### config.mk
export PLATFORM = sky130hd
export DESIGN_NAME = crc8_hex_response_framer_top
export DESIGN_NICKNAME = d
export VERILOG_FILES = /design/src/hw/rtl/crc8hf_pkg.sv /design/src/hw/rtl/crc8_hex_response_framer_top.sv /design/src/hw/rtl/crc8hf_front.sv /design/src/hw/rtl/crc8hf_fifo.sv /design/src/hw/rtl/crc8hf_back.sv
export SDC_FILE = /design/constraint.sdc
export NUM_CORES = 1
export LEC_CHECK = 0
export BUFFER_PORTS_ARGS = -buffer_cell sky130_fd_sc_hd__buf_2
export CAP_MARGIN = 20
export CORE_MARGIN = 1.5
export CORE_UTILIZATION = 59
export CTS_CLUSTER_SIZE = 40
export DETAILED_ROUTE_END_ITERATION = 8
export GPL_ROUTABILITY_DRIVEN = 1
export GPL_TIMING_DRIVEN = 0
export PLACE_DENSITY = 0.85
export SLEW_MARGIN = 30
export SYNTH_ARGS = -nofsm -noshare
export SYNTH_HDL_FRONTEND = slang
export SYNTH_SLANG_ARGS = --single-unit
### constraint.sdc
create_clock -name clk_i -period 3.5 [get_ports clk_i]
set_input_delay 0.525 -clock clk_i [delete_from_list [all_inputs] [get_ports clk_i]]
set_output_delay 0.525 -clock clk_i [all_outputs]
set_load 0.1 [all_outputs]
### src/hw/rtl/crc8hf_pkg.sv
// ----------------------------------------------------------------------------
// crc8hf_pkg
// Shared types, constants and functions for the CRC-8 hex response framer.
// ----------------------------------------------------------------------------
`default_nettype none

package crc8hf_pkg;

  // Reflected Dallas/Maxim polynomial
  localparam logic [7:0] CrcPoly  = 8'h8C;
  localparam logic [7:0] LineFeed = 8'h0A;
  localparam logic [7:0] AsciiZero = 8'h30;
  // 'A' - 10
  localparam logic [7:0] AsciiAlpha = 8'h37;

  localparam int unsigned FifoDepth = 4;
  localparam int unsigned FifoAw    = $clog2(FifoDepth);

  // One classified message beat, as queued between front and back
  typedef struct packed {
    logic [7:0] char_byte;
    logic       has_char;
    logic       msg_end;
    logic [7:0] crc;        // CRC after folding in char_byte, if the beat has a character
  } entry_t;

  typedef enum logic [1:0] {
    PH_CHAR,
    PH_HI,
    PH_LO,
    PH_LF
  } phase_e;

  // One byte through the reflected CRC-8, LSB first
  function automatic logic [7:0] crc8_fold(input logic [7:0] crc, input logic [7:0] data);
    logic [7:0] c;
    logic       fb;
    c = crc;
    for (int k = 0; k < 8; k++) begin
      fb = c[0] ^ data[k];
      c  = {1'b0, c[7:1]};
      if (fb) begin
        c = c ^ CrcPoly;
      end
    end
    return c;
  endfunction

  // Upper-case ASCII hex digit
  function automatic logic [7:0] hex_digit(input logic [3:0] nib);
    logic [7:0] ext;
    ext = {4'b0000, nib};
    if (nib < 4'd10) begin
      return AsciiZero + ext;
    end
    return AsciiAlpha + ext;
  endfunction

endpackage

`default_nettype wire

### src/hw/rtl/crc8_hex_response_framer_top.sv
// ----------------------------------------------------------------------------
// crc8_hex_response_framer_top
// Passes response characters through and closes each message with its
// CRC-8 (reflected 0x8C, init 0) as two upper-case hex digits and a LF.
// ----------------------------------------------------------------------------
// Usage:
//   Input channel (in_valid_i / in_stall_o): one beat per character, with
//   has_char_i marking a real character and msg_end_i closing the message.
//   A beat with msg_end_i and no character frames what came before
//   ("00\n" for an empty message). A beat with neither flag is dropped.
//   Output channel (out_valid_o / out_stall_i): one byte per beat; the
//   closing line feed carries out_last_o.
//   An accepted input beat is written into the queue, then into the
//   output register, before its first output byte is valid.
//   Throughput: one output byte per cycle while out_stall_i is low, set by
//   the single output register of the back part. Character beats therefore
//   go one per cycle; an end-marked beat gives the back part three output
//   bytes to send (four with a character).
//   A four-entry queue decouples the CRC front from the byte sequencer;
//   in_stall_o rises only when that queue is full.
//   Reset: CRC cleared, queue emptied, output invalid. While out_stall_i is
//   high the output byte holds and the queue absorbs up to four beats.
// ----------------------------------------------------------------------------
`default_nettype none

module crc8_hex_response_framer_top
  import crc8hf_pkg::*;
(
  input  wire logic       clk_i,
  input  wire logic       rst_ni,
  input  wire logic       in_valid_i,
  output logic            in_stall_o,
  input  wire logic [7:0] char_byte_i,
  input  wire logic       has_char_i,
  input  wire logic       msg_end_i,
  output logic            out_valid_o,
  input  wire logic       out_stall_i,
  output logic [7:0]      out_byte_o,
  output logic            out_last_o
);

  // Front -> queue
  logic   push;
  entry_t push_entry;
  logic   fifo_full;

  // Queue -> back
  logic   pop;
  entry_t head;
  logic   fifo_empty;

  // CRC and classification
  crc8hf_front u_front (
    .clk_i        (clk_i),
    .rst_ni       (rst_ni),
    .in_valid_i   (in_valid_i),
    .in_stall_o   (in_stall_o),
    .char_byte_i  (char_byte_i),
    .has_char_i   (has_char_i),
    .msg_end_i    (msg_end_i),
    .fifo_full_i  (fifo_full),
    .push_o       (push),
    .push_entry_o (push_entry)
  );

  // Decoupling queue
  crc8hf_fifo u_fifo (
    .clk_i        (clk_i),
    .rst_ni       (rst_ni),
    .push_i       (push),
    .push_entry_i (push_entry),
    .pop_i        (pop),
    .head_o       (head),
    .empty_o      (fifo_empty),
    .full_o       (fifo_full)
  );

  // Byte sequencer and output register
  crc8hf_back u_back (
    .clk_i       (clk_i),
    .rst_ni      (rst_ni),
    .empty_i     (fifo_empty),
    .head_i      (head),
    .pop_o       (pop),
    .out_valid_o (out_valid_o),
    .out_stall_i (out_stall_i),
    .out_byte_o  (out_byte_o),
    .out_last_o  (out_last_o)
  );

endmodule

`default_nettype wire

### src/hw/rtl/crc8hf_front.sv
// ----------------------------------------------------------------------------
// crc8hf_front
// Accepts input beats, runs the CRC and queues beats that produce output.
// ----------------------------------------------------------------------------
`default_nettype none

module crc8hf_front
  import crc8hf_pkg::*;
(
  input  wire logic       clk_i,
  input  wire logic       rst_ni,
  input  wire logic       in_valid_i,
  output logic            in_stall_o,
  input  wire logic [7:0] char_byte_i,
  input  wire logic       has_char_i,
  input  wire logic       msg_end_i,
  input  wire logic       fifo_full_i,
  output logic            push_o,
  output entry_t          push_entry_o
);

  logic [7:0] crc_q, crc_d;
  logic [7:0] crc_next;
  logic       accept;

  assign in_stall_o = fifo_full_i;
  assign accept     = in_valid_i && !fifo_full_i;

  assign crc_next = has_char_i ? crc8_fold(crc_q, char_byte_i) : crc_q;

  always_comb begin
    crc_d = crc_q;
    if (accept) begin
      crc_d = msg_end_i ? 8'h00 : crc_next;
    end
  end

  always_ff @(posedge clk_i or negedge rst_ni) begin
    if (!rst_ni) begin
      crc_q <= 8'h00;
    end else begin
      crc_q <= crc_d;
    end
  end

  // Beats with neither a character nor an end mark produce nothing
  assign push_o                 = accept && (has_char_i || msg_end_i);
  assign push_entry_o.char_byte = char_byte_i;
  assign push_entry_o.has_char  = has_char_i;
  assign push_entry_o.msg_end   = msg_end_i;
  assign push_entry_o.crc       = crc_next;

endmodule

`default_nettype wire

### src/hw/rtl/crc8hf_fifo.sv
// ----------------------------------------------------------------------------
// crc8hf_fifo
// Small register queue between the front and back parts.
// ----------------------------------------------------------------------------
`default_nettype none

module crc8hf_fifo
  import crc8hf_pkg::*;
(
  input  wire logic   clk_i,
  input  wire logic   rst_ni,
  input  wire logic   push_i,
  input  wire entry_t push_entry_i,
  input  wire logic   pop_i,
  output entry_t      head_o,
  output logic        empty_o,
  output logic        full_o
);

  entry_t            mem_q [FifoDepth];
  logic [FifoAw-1:0] wr_ptr_q, wr_ptr_d;
  logic [FifoAw-1:0] rd_ptr_q, rd_ptr_d;
  logic [FifoAw:0]   count_q, count_d;

  assign empty_o = (count_q == '0);
  assign full_o  = (count_q == (FifoAw+1)'(FifoDepth));
  assign head_o  = mem_q[rd_ptr_q];

  always_comb begin
    wr_ptr_d = wr_ptr_q;
    rd_ptr_d = rd_ptr_q;
    count_d  = count_q;
    if (push_i) begin
      wr_ptr_d = wr_ptr_q + 1'b1;
    end
    if (pop_i) begin
      rd_ptr_d = rd_ptr_q + 1'b1;
    end
    if (push_i && !pop_i) begin
      count_d = count_q + 1'b1;
    end else if (pop_i && !push_i) begin
      count_d = count_q - 1'b1;
    end
  end

  always_ff @(posedge clk_i or negedge rst_ni) begin
    if (!rst_ni) begin
      wr_ptr_q <= '0;
      rd_ptr_q <= '0;
      count_q  <= '0;
    end else begin
      wr_ptr_q <= wr_ptr_d;
      rd_ptr_q <= rd_ptr_d;
      count_q  <= count_d;
    end
  end

  always_ff @(posedge clk_i) begin
    if (push_i) begin
      mem_q[wr_ptr_q] <= push_entry_i;
    end
  end

  a_no_overflow: assert property (@(posedge clk_i) disable iff (!rst_ni)
    full_o |-> !push_i)
    else $error("push into full queue");

  a_no_underflow: assert property (@(posedge clk_i) disable iff (!rst_ni)
    empty_o |-> !pop_i)
    else $error("pop from empty queue");

  a_count_track: assert property (@(posedge clk_i) disable iff (!rst_ni)
    (push_i && !pop_i) |=> (count_q == $past(count_q) + 1'b1))
    else $error("queue count did not follow push");

endmodule

`default_nettype wire

### src/hw/rtl/crc8hf_back.sv
// ----------------------------------------------------------------------------
// crc8hf_back
// Expands queued beats into output bytes: character, hex digits, line feed.
// ----------------------------------------------------------------------------
`default_nettype none

module crc8hf_back
  import crc8hf_pkg::*;
(
  input  wire logic       clk_i,
  input  wire logic       rst_ni,
  input  wire logic       empty_i,
  input  wire entry_t     head_i,
  output logic            pop_o,
  output logic            out_valid_o,
  input  wire logic       out_stall_i,
  output logic [7:0]      out_byte_o,
  output logic            out_last_o
);

  phase_e     phase_q, phase_d;
  phase_e     cur_phase;
  logic       advance;
  logic       entry_done;
  logic [7:0] emit_byte;
  logic       emit_last;

  logic       out_valid_q, out_valid_d;
  logic [7:0] out_byte_q;
  logic       out_last_q;

  // Output register can take a new byte when empty or being drained
  assign advance = !empty_i && (!out_valid_q || !out_stall_i);

  // Output decode: skip the character slot when the beat has none
  always_comb begin
    cur_phase  = phase_q;
    if (phase_q == PH_CHAR && !head_i.has_char) begin
      cur_phase = PH_HI;
    end
    emit_byte  = head_i.char_byte;
    emit_last  = 1'b0;
    entry_done = 1'b0;
    unique case (cur_phase)
      PH_CHAR: begin
        emit_byte  = head_i.char_byte;
        entry_done = !head_i.msg_end;
      end
      PH_HI: emit_byte = hex_digit(head_i.crc[7:4]);
      PH_LO: emit_byte = hex_digit(head_i.crc[3:0]);
      PH_LF: begin
        emit_byte  = LineFeed;
        emit_last  = 1'b1;
        entry_done = 1'b1;
      end
      default: ;
    endcase
    pop_o = advance && entry_done;
  end

  // Next phase
  always_comb begin
    phase_d = phase_q;
    if (advance) begin
      if (entry_done) begin
        phase_d = PH_CHAR;
      end else begin
        unique case (cur_phase)
          PH_CHAR: phase_d = PH_HI;
          PH_HI:   phase_d = PH_LO;
          PH_LO:   phase_d = PH_LF;
          PH_LF:   phase_d = PH_CHAR;
          default: phase_d = PH_CHAR;
        endcase
      end
    end
  end

  always_comb begin
    out_valid_d = out_valid_q;
    if (advance) begin
      out_valid_d = 1'b1;
    end else if (!out_stall_i) begin
      out_valid_d = 1'b0;
    end
  end

  always_ff @(posedge clk_i or negedge rst_ni) begin
    if (!rst_ni) begin
      phase_q     <= PH_CHAR;
      out_valid_q <= 1'b0;
    end else begin
      phase_q     <= phase_d;
      out_valid_q <= out_valid_d;
    end
  end

  always_ff @(posedge clk_i) begin
    if (advance) begin
      out_byte_q <= emit_byte;
      out_last_q <= emit_last;
    end
  end

  assign out_valid_o = out_valid_q;
  assign out_byte_o  = out_byte_q;
  assign out_last_o  = out_last_q;

  a_last_is_lf: assert property (@(posedge clk_i) disable iff (!rst_ni)
    (out_valid_q && out_last_q) |-> (out_byte_q == LineFeed))
    else $error("last beat is not a line feed");

  a_pop_at_rest: assert property (@(posedge clk_i) disable iff (!rst_ni)
    pop_o |=> (phase_q == PH_CHAR))
    else $error("phase not rewound after pop");

endmodule

`default_nettype wire

==> results of run 1 <==
synthesized netlist by cell type (3+ instances only):
| library cell | n | area share |
|---|---|---|
| a21oi_1 | 13 | 0.015 |
| a22o_1 | 3 | 0.0059 |
| and2_1 | 7 | 0.0099 |
| buf_2 | 3 | 0.0034 |
| clkbuf_1 | 4 | 0.0034 |
| dfrtp_1 | 18 | 0.10 |
| edfxtp_1 | 81 | 0.55 |
| ha_1 | 12 | 0.034 |
| inv_1 | 17 | 0.014 |
| mux4_1 | 4 | 0.024 |
| mux4_2 | 14 | 0.071 |
| nand2_1 | 20 | 0.017 |
| nand2b_1 | 5 | 0.0071 |
| nor2_1 | 15 | 0.013 |
| nor3_1 | 5 | 0.0056 |
| o21ai_0 | 10 | 0.011 |
| xnor2_1 | 17 | 0.034 |
| xor2_1 | 10 | 0.020 |
flip-flops by register name, indices dropped and copies added (netlist names):
| register | count |
|---|---|
| u_fifo.mem_q | 72 |
| u_back.out_byte_o | 8 |
| u_front.crc_q | 8 |
| u_fifo.count_q | 3 |
| u_back.phase_q | 2 |
| u_fifo.rd_ptr_q | 2 |
| u_fifo.wr_ptr_q | 2 |
| u_back.out_last_o | 1 |
| u_back.out_valid_o | 1 |
metal layers:
layer / wire length (um) / track usage / vias up
li1: - / - / 1118
met1: 3310 / 0.289 / 1183
met2: 3700 / 0.336 / 67
met3: 320 / 0.0448 / 18
met4: 176 / 0.0951 / 0
met5: 0 / 0 / -
final cells by class:
| cell class | count | area [um^2] |
|---|---|---|
| well taps | 99 | 124 |
| plain buffers | 8 | 43.8 |
| clock buffers | 12 | 155 |
| fillers | 495 | 2370 |
| repair buffers | 24 | 120 |
| clock inverters | 4 | 32.5 |
| multi-input cells | 159 | 1460 |
| inverters | 18 | 67.6 |
| flip-flops and latches | 99 | 2880 |
final timing paths:
check	startpoint	endpoint	slack, ns	cells after the start
setup / recovery	u_fifo.rd_ptr_q[1]$_DFFE_PN0P_	u_fifo.count_q[1]$_DFFE_PN0P_	0.26	14
hold / removal	rst_ni	u_back.phase_q[1]$_DFFE_PN0P_	0.09	1
setup reg to reg	u_fifo.rd_ptr_q[1]$_DFFE_PN0P_	u_fifo.count_q[1]$_DFFE_PN0P_	0.26	14
hold reg to reg	u_fifo.count_q[2]$_DFFE_PN0P_	u_fifo.count_q[2]$_DFFE_PN0P_	0.49	1
max in group asynchronous	rst_ni	u_front.crc_q[7]$_DFFE_PN0P_	3.10	1
min in group clk_i	out_stall_i	u_back.out_valid_o$_DFFE_PN0P_	0.37	3
worst reg2reg max path: stages (launching register included):
cell and delay [ns]:
dfrtp_1 0.34, buf_2 0.24, buf_4 0.26, mux4_2 0.33, nor2_1 0.11, nor2_1 0.10
inv_1 0.10, ha_1 0.23, inv_1 0.10, a211oi_4 0.32, inv_1 0.08, ha_1 0.21
inv_1 0.08, fa_1 0.38, mux2_2 0.26
through the flow:
| stage | utilization | hold slack [ns] | instances | instance area [um^2] | setup slack, ns |
|---|---|---|---|---|---|
| 2_1_floorplan | - | 0.229 | 284 | 4440 | 0.202 |
| 3_3_place_gp | 0.646 | 0.470 | 407 | 4680 | 0.193 |
| 3_5_place_dp | 0.646 | 0.478 | 407 | 4680 | 0.0780 |
| 4_1_cts | 0.672 | 0.0919 | 423 | 4870 | 0.0706 |
| 5_1_grt | 0.673 | 0.111 | 423 | 4880 | 0.0399 |
| 6_report | 0.673 | 0.0862 | 423 | 4880 | 0.260 |
cells by family after synthesis:
family,Yosys count
AOI/OAI and AO/OA,38
xor gates and xnor gates,30
adders and majority gates,13
buffers and inverters,26
DFF,99
muxes,21
and+or+nand+nor,57
==> flow_summary.yaml, run 1 <==
placement:
  dp_hpwl_um: 5180
  port_buffers: 24
  routabilityCongestion: 0.795
sta:
  rsz0062_at_grt: "no"
  fin_crit_ns: 3.24
  tns_ns: 0
  post-route-period-util: 0.926
  finalHoldViolCount: 0
  tightest_slew_ns: 0.927
  fmaxAchievable_mhz: 309
  maxSlewViolCount: 0
  fin_skew_ns: 0.0164
  setup_viol: 0
  slew_headroom: 0.382
setup_path:
  start_kind: "register"
  path_delay_family: "buffers and inverters"
  worst_path_most_repeated_cell: "inv_1"
  path_max_fanout: 10
  cp-end-kind: "register"
  required_ns: 3.76
  crit_path_max_incr_delay_ns: 0.38
  critical_path_arrival_ns: 3.50
  crit_type: "reg2reg"
  crit_path_cell_trace: "buf_2, buf_4, mux4_2, nor2_1, nor2_1, inv_1, ha_1, inv_1, a211oi_4, inv_1, ha_1, inv_1, fa_1, mux2_2"
  critical-path-slowest-cell: "fa_1"
  crit_buf_inv: 6
logic_synthesis:
  synth_compound_area_frac: 0.0564
  yosysSeqAreaShare: 0.650
  synth_top_family_by_area: "multiplexers"
  synth_fp_nets: 311
  synth_flop_cell: "edfxtp_1"
  synthXorXnorAreaFrac: 0.0688
  ys_seq_elements: 99
  synth_fa_ha_area_frac: 0.0384
  syn_area_um2: 4430
  synth-simple-area-share: 0.0595
  syn_inst: 284
  syn_area_per_cell_um2: 15.6
  ys_warn_count: 0
  async_flop_share: 0.182
  synthMuxAreaShare: 0.102
  synth_edf_count: 81
  ys_types: 39
layout:
  antennaDiodeCount: 0
  syn2layout_area_growth_pct: 10.1
  layout.nets: 346
  drive_above_1_share: 0.207
  final_common_cell: "edfxtp_1"
  mostFrequentLayoutCells: "edfxtp_1 (81), buf_2 (26), nand2_1 (20)"
clock_network:
  root_buffer: "clkbuf_8"
  cts_sinks: 99
  cts_made_buffers: 9
  path_clk_slew_ns: 0.09
  clockBufferDepth: 2
  cts.hold.buffers_added: 0
  cts_resized: 0
  clock_latency_ns: 0.36
  cts_max_level: 3
  post_cts_buffers: 0
  cts_tree: "done"
route:
  routed_wl_um: 7510
  drc_errors: 0
  ant_nets: 0
  dr.first_iter.drc_count: 220
  wl_per_cell_um: 17.7
  drt_pass1_iterations: 4
  vias: 2386
  viasPerCell: 5.64
global_route:
  grt_pass1_vias: 2342
  grt-ovfl-total: 0
  antenna_found_initial: 0
  grt_pass1_wl_um: 11900
  grtUsageTotal: 0.213
  grt_max_degree: 19
hold_path:
  min_path_type: "in2async"
floorplan:
  die_area_um2: 8050
  core_area_um2: 7250
  die-width_um: 89.7
  die_h_um: 89.7
  start_util: 0.611
  io_pins: 25
  rows: 31
outcome:
  outcome: "finished, final reports clean"
run:
  maxCapViolCount: 0
Power of run 1 is not shown: default switching activity piles up to over one toggle a cycle in this logic, so the estimate is an artifact.
==> run 2, diff against run 1 <==
--- a/config.mk
+++ b/config.mk
@@ -8,12 +8,12 @@
 export BUFFER_PORTS_ARGS = -buffer_cell sky130_fd_sc_hd__buf_2
 export CAP_MARGIN = 20
 export CORE_MARGIN = 1.5
-export CORE_UTILIZATION = 59
+export CORE_UTILIZATION = 30
 export CTS_CLUSTER_SIZE = 40
 export DETAILED_ROUTE_END_ITERATION = 8
 export GPL_ROUTABILITY_DRIVEN = 1
 export GPL_TIMING_DRIVEN = 0
-export PLACE_DENSITY = 0.85
+export PLACE_DENSITY = 0.53
 export SLEW_MARGIN = 30
 export SYNTH_ARGS = -nofsm -noshare
 export SYNTH_HDL_FRONTEND = slang
==> constraint.sdc (replaced) <==
create_clock -name clk_i -period 3.6 [get_ports clk_i]
set_input_delay 0.54 -clock clk_i [delete_from_list [all_inputs] [get_ports clk_i]]
set_output_delay 0.54 -clock clk_i [all_outputs]
set_load 0.1 [all_outputs]
==> flow_summary.yaml, run 2 (same netlist as run 1, synthesis figures left out) <==
outcome:
  outcome: "finished, final reports clean"
setup_path:
  crit_path_max_incr_delay_ns: 0.38
  crit_type: "reg2reg"
  r2r_end: "u_fifo.count_q[1]$_DFFE_PN0P_"
  path_max_fanout: 10
  start_kind: "register"
  r2r_cells: 14
  cp-end-kind: "register"
  critical_path_arrival_ns: 3.55
  cp-startpoint: "u_fifo.rd_ptr_q[1]$_DFFE_PN0P_"
  crit_end: "u_fifo.count_q[1]$_DFFE_PN0P_"
  worst_path_most_repeated_cell: "inv_1"
  r2r_setup_slack_ns: 0.28
  crit_path_cell_trace: "buf_2, buf_4, mux4_2, nor2_1, nor2_1, inv_1, ha_1, inv_1, a211oi_4, inv_1, ha_1, inv_1, fa_1, mux2_2"
  critical-path-slowest-cell: "fa_1"
  reg2reg_from: "u_fifo.rd_ptr_q[1]$_DFFE_PN0P_"
  required_ns: 3.83
layout:
  syn2layout_area_growth_pct: 15.5
  regMostFlops: "u_fifo.mem_q"
  fill_cells: 1385
  layout.nets: 346
  final_common_cell: "edfxtp_1"
  antennaDiodeCount: 0
  mostFrequentLayoutCells: "edfxtp_1 (81), buf_2 (26), nand2_1 (20)"
  largest_register_ffs: 72
  drive_above_1_share: 0.210
sta:
  rsz0062_at_grt: "no"
  fin_skew_ns: 0.00767
  fin_crit_ns: 3.32
  maxSlewViolCount: 0
  setup_viol: 0
  tightest_slew_ns: 0.543
  slew_headroom: 0.638
  hold_slack_ns: 0.149
  fmaxAchievable_mhz: 301
  tns_ns: 0
  post-route-period-util: 0.923
  finalHoldViolCount: 0
route:
  viasPerCell: 4.56
  routed_wl_um: 8300
  wl_per_cell_um: 16.3
  ant_nets: 0
  drt_pass1_iterations: 4
  vias: 2315
  drc_errors: 0
  dr.first_iter.drc_count: 173
placement:
  dp_hpwl_um: 5650
  port_buffers: 24
  routabilityCongestion: 0.744
clock_network:
  path_clk_slew_ns: 0.06
  clockBufferDepth: 2
  post_cts_buffers: 0
  cts_made_buffers: 9
  cts_sinks: 99
  cts_max_level: 3
  cts_tree: "done"
  clock_latency_ns: 0.34
  root_buffer: "clkbuf_16"
floorplan:
  die_h_um: 125
  io_pins: 25
  die-width_um: 125
  die_area_um2: 15500
  core_area_um2: 14500
  rows: 44
  start_util: 0.306
global_route:
  grt-ovfl-total: 0
  grt_pass1_wl_um: 13100
  grt_max_degree: 19
  grtUsageTotal: 0.113
  grt_pass1_vias: 2336
  antenna_found_initial: 0
hold_path:
  min_path_type: "in2async"
run:
  maxCapViolCount: 0
-- run 2: worst max-delay path: cells and delay by family (launching register included) --
family | cells | cell delay, ns
buffers and inverters | 6 | 0.90
AO/OA/AOI/OAI | 1 | 0.35
adder cells (fa/ha/maj) | 3 | 0.82
AND/OR/NAND/NOR | 2 | 0.23
multiplexers | 2 | 0.60
flip-flops | 1 | 0.31
-- run 2: metrics by stage --
| step | util | area (um^2) | setup WS [ns] | cells |
|---|---|---|---|---|
| floorplan | - | 4440 | 0.302 | 284 |
| global placement | 0.331 | 4790 | 0.197 | 492 |
| detailed placement | 0.331 | 4790 | 0.132 | 492 |
| CTS | 0.353 | 5110 | 0.121 | 508 |
| global route | 0.354 | 5120 | 0.0231 | 508 |
| finish | 0.354 | 5120 | 0.277 | 508 |
-- run 2: how the worst min path moves through the flow --
stage | from | endpoint | slack (ns)
3_3_place_gp | u_fifo.count_q[2]$_DFFE_PN0P_ | u_fifo.count_q[2]$_DFFE_PN0P_ | 0.47
3_5_place_dp | u_back.out_valid_o$_DFFE_PN0P_ | u_back.out_valid_o$_DFFE_PN0P_ | 0.48
4_1_cts | rst_ni | u_back.phase_q[0]$_DFFE_PN0P_ | 0.16
6_report | rst_ni | u_back.phase_q[1]$_DFFE_PN0P_ | 0.15
5_1_grt | rst_ni | u_back.out_valid_o$_DFFE_PN0P_ | 0.16
2_1_floorplan | rst_ni | u_back.out_valid_o$_DFFE_PN0P_ | 0.24
-- run 2: final cells by class --
cell class                 count  area, um^2  share of cell area
tap                          184         230              0.0449
inverter                      18        67.6              0.0132
clock buffer                  15         289              0.0564
timing repair buffer          24         120              0.0234
sequential                    99        2880               0.563
clock inverter                 1        30.0             0.00586
multi-input combinational    159        1460               0.285
buffer                         8        43.8             0.00855
-- run 2: per-layer routing --
layer  vias to the layer above  track usage  wire [um]
met5                         -            0          0
met4                         0       0.0473        175
met3                        12       0.0335        352
met2                        48        0.174       3890
met1                      1137        0.150       3880
li1                       1118            -          -
-- run 2: what timing repair did --
action	CTS	global route
endpoints found under the setup margin	0	2
gates resized for setup	0	3
hold buffers	0	0
endpoints found under the hold margin	0	0
Power of run 2 is left out for the same reason.
==> run 3, diff against run 2 <==
==> constraint.sdc (replaced) <==
create_clock -name clk_i -period 4.3 [get_ports clk_i]
set_input_delay 0.645 -clock clk_i [delete_from_list [all_inputs] [get_ports clk_i]]
set_output_delay 0.645 -clock clk_i [all_outputs]
set_load 0.1 [all_outputs]
==> flow_summary.yaml, run 3 (same netlist as run 1, synthesis figures left out) <==
outcome:
  outcome: "finished, final reports clean"
global_route:
  grt-ovfl-total: 0
  grtUsageTotal: 0.113
  grt_max_degree: 19
  grt_pass1_wl_um: 13100
  grt_pass1_vias: 2336
  antenna_found_initial: 0
setup_path:
  r2r_cells: 14
  reg2reg_from: "u_fifo.rd_ptr_q[1]$_DFFE_PN0P_"
  cp-end-kind: "register"
  r2r_end: "u_fifo.count_q[1]$_DFFE_PN0P_"
  path_max_fanout: 10
  crit_type: "reg2reg"
  critical_path_arrival_ns: 3.68
  cp-startpoint: "u_fifo.rd_ptr_q[1]$_DFFE_PN0P_"
  r2r_setup_slack_ns: 0.84
  start_kind: "register"
  required_ns: 4.53
  crit_end: "u_fifo.count_q[1]$_DFFE_PN0P_"
route:
  drt_pass1_iterations: 4
  dr.first_iter.drc_count: 181
  route.met3.wl_um: 309
  drc_errors: 0
  viasPerCell: 4.55
  wl_per_cell_um: 16.2
  routed_wl_um: 8210
  ant_nets: 0
  met2_length_um: 3860
  vias: 2310
  wl_met1_um: 3860
  top_layer_used: "met4"
floorplan:
  core_area_um2: 14500
  die_h_um: 125
  io_pins: 25
  die-width_um: 125
  rows: 44
  die_area_um2: 15500
  start_util: 0.306
sta:
  slew_headroom: 0.641
  postLayoutSetupSlackWorst_ns: 0.844
  setup_viol: 0
  maxSlewViolCount: 0
  tns_ns: 0
  finalHoldViolCount: 0
  post-route-period-util: 0.804
  fin_crit_ns: 3.46
  fin_skew_ns: 0.00768
  tightest_slew_ns: 0.538
  fmaxAchievable_mhz: 289
  rsz0062_at_grt: "no"
clock_network:
  cts_sinks: 99
  post_cts_buffers: 0
  cts_resized: 0
  cts_made_buffers: 9
  clock_latency_ns: 0.34
  clockBufferDepth: 2
  cts_tree: "done"
  path_clk_slew_ns: 0.06
  root_buffer: "clkbuf_16"
  cts.hold.buffers_added: 0
  cts_max_level: 3
layout:
  syn2layout_area_growth_pct: 15.3
  final_common_cell: "edfxtp_1"
  fin_area_um2: 5110
  multi_input_area_um2: 1450
  finish.utilization: 0.353
  antennaDiodeCount: 0
  regMostFlops: "u_fifo.mem_q"
  drive_above_1_share: 0.210
  fill_cells: 1387
  largest_register_ffs: 72
  regArea_um2: 2880
  layout.nets: 346
  mostFrequentLayoutCells: "edfxtp_1 (81), buf_2 (27), nand2_1 (20)"
placement:
  dp_hpwl_um: 5650
  placed_area_um2: 4790
  routabilityCongestion: 0.744
  pre_cts_slack_ns: 0.832
  port_buffers: 24
run:
  maxCapViolCount: 0
hold_path:
  min_path_type: "in2async"
run 3: changes by cell type in the layout (fill, tap and decap cells not counted):
cell	change
buf_4	-1
a211oi_2	+1
a211oi_4	-1
buf_2	+1
run 3: final cells by class:
class,count,area share
sequential,99,0.564
clock buffer,15,0.0565
buffer,8,0.00807
inverter,18,0.0132
timing repair buffer,24,0.0235
tap,184,0.0450
multi-input combinational,159,0.284
clock inverter,1,0.00587
run 3: how the worst min path moves through the flow:
stage | cells after the start | slack [ns] | to
after floorplan | 0 | 0.35 | u_back.out_valid_o$_DFFE_PN0P_
after global placement | 1 | 0.47 | u_fifo.count_q[2]$_DFFE_PN0P_
after detailed placement | 2 | 0.48 | u_back.out_valid_o$_DFFE_PN0P_
after CTS | 1 | 0.26 | u_back.phase_q[0]$_DFFE_PN0P_
after global routing | 1 | 0.27 | u_back.out_valid_o$_DFFE_PN0P_
final | 1 | 0.25 | u_back.phase_q[1]$_DFFE_PN0P_
run 3: stage by stage:
stage	hold slack (ns)	cells
2_1_floorplan	0.349	284
3_3_place_gp	0.469	492
3_5_place_dp	0.480	492
4_1_cts	0.261	508
5_1_grt	0.266	508
6_report	0.254	508
run 3: critical path, stage by stage, from the launching register on:
cell      delay [ns]
dfrtp_1         0.32
buf_2           0.25
buf_2           0.35
mux4_2          0.36
nor2_1          0.11
nor2_1          0.10
inv_1           0.09
ha_1            0.24
inv_1           0.07
a211oi_2        0.40
inv_1           0.09
ha_1            0.22
inv_1           0.09
fa_1            0.38
mux2_2          0.27
run 3: metal layers:
layer,vias up,GRT usage
met5,-,0
met4,0,0.0473
met3,12,0.0335
met2,43,0.174
met1,1136,0.150
li1,1119,-
Power of run 3 is left out for the same reason.
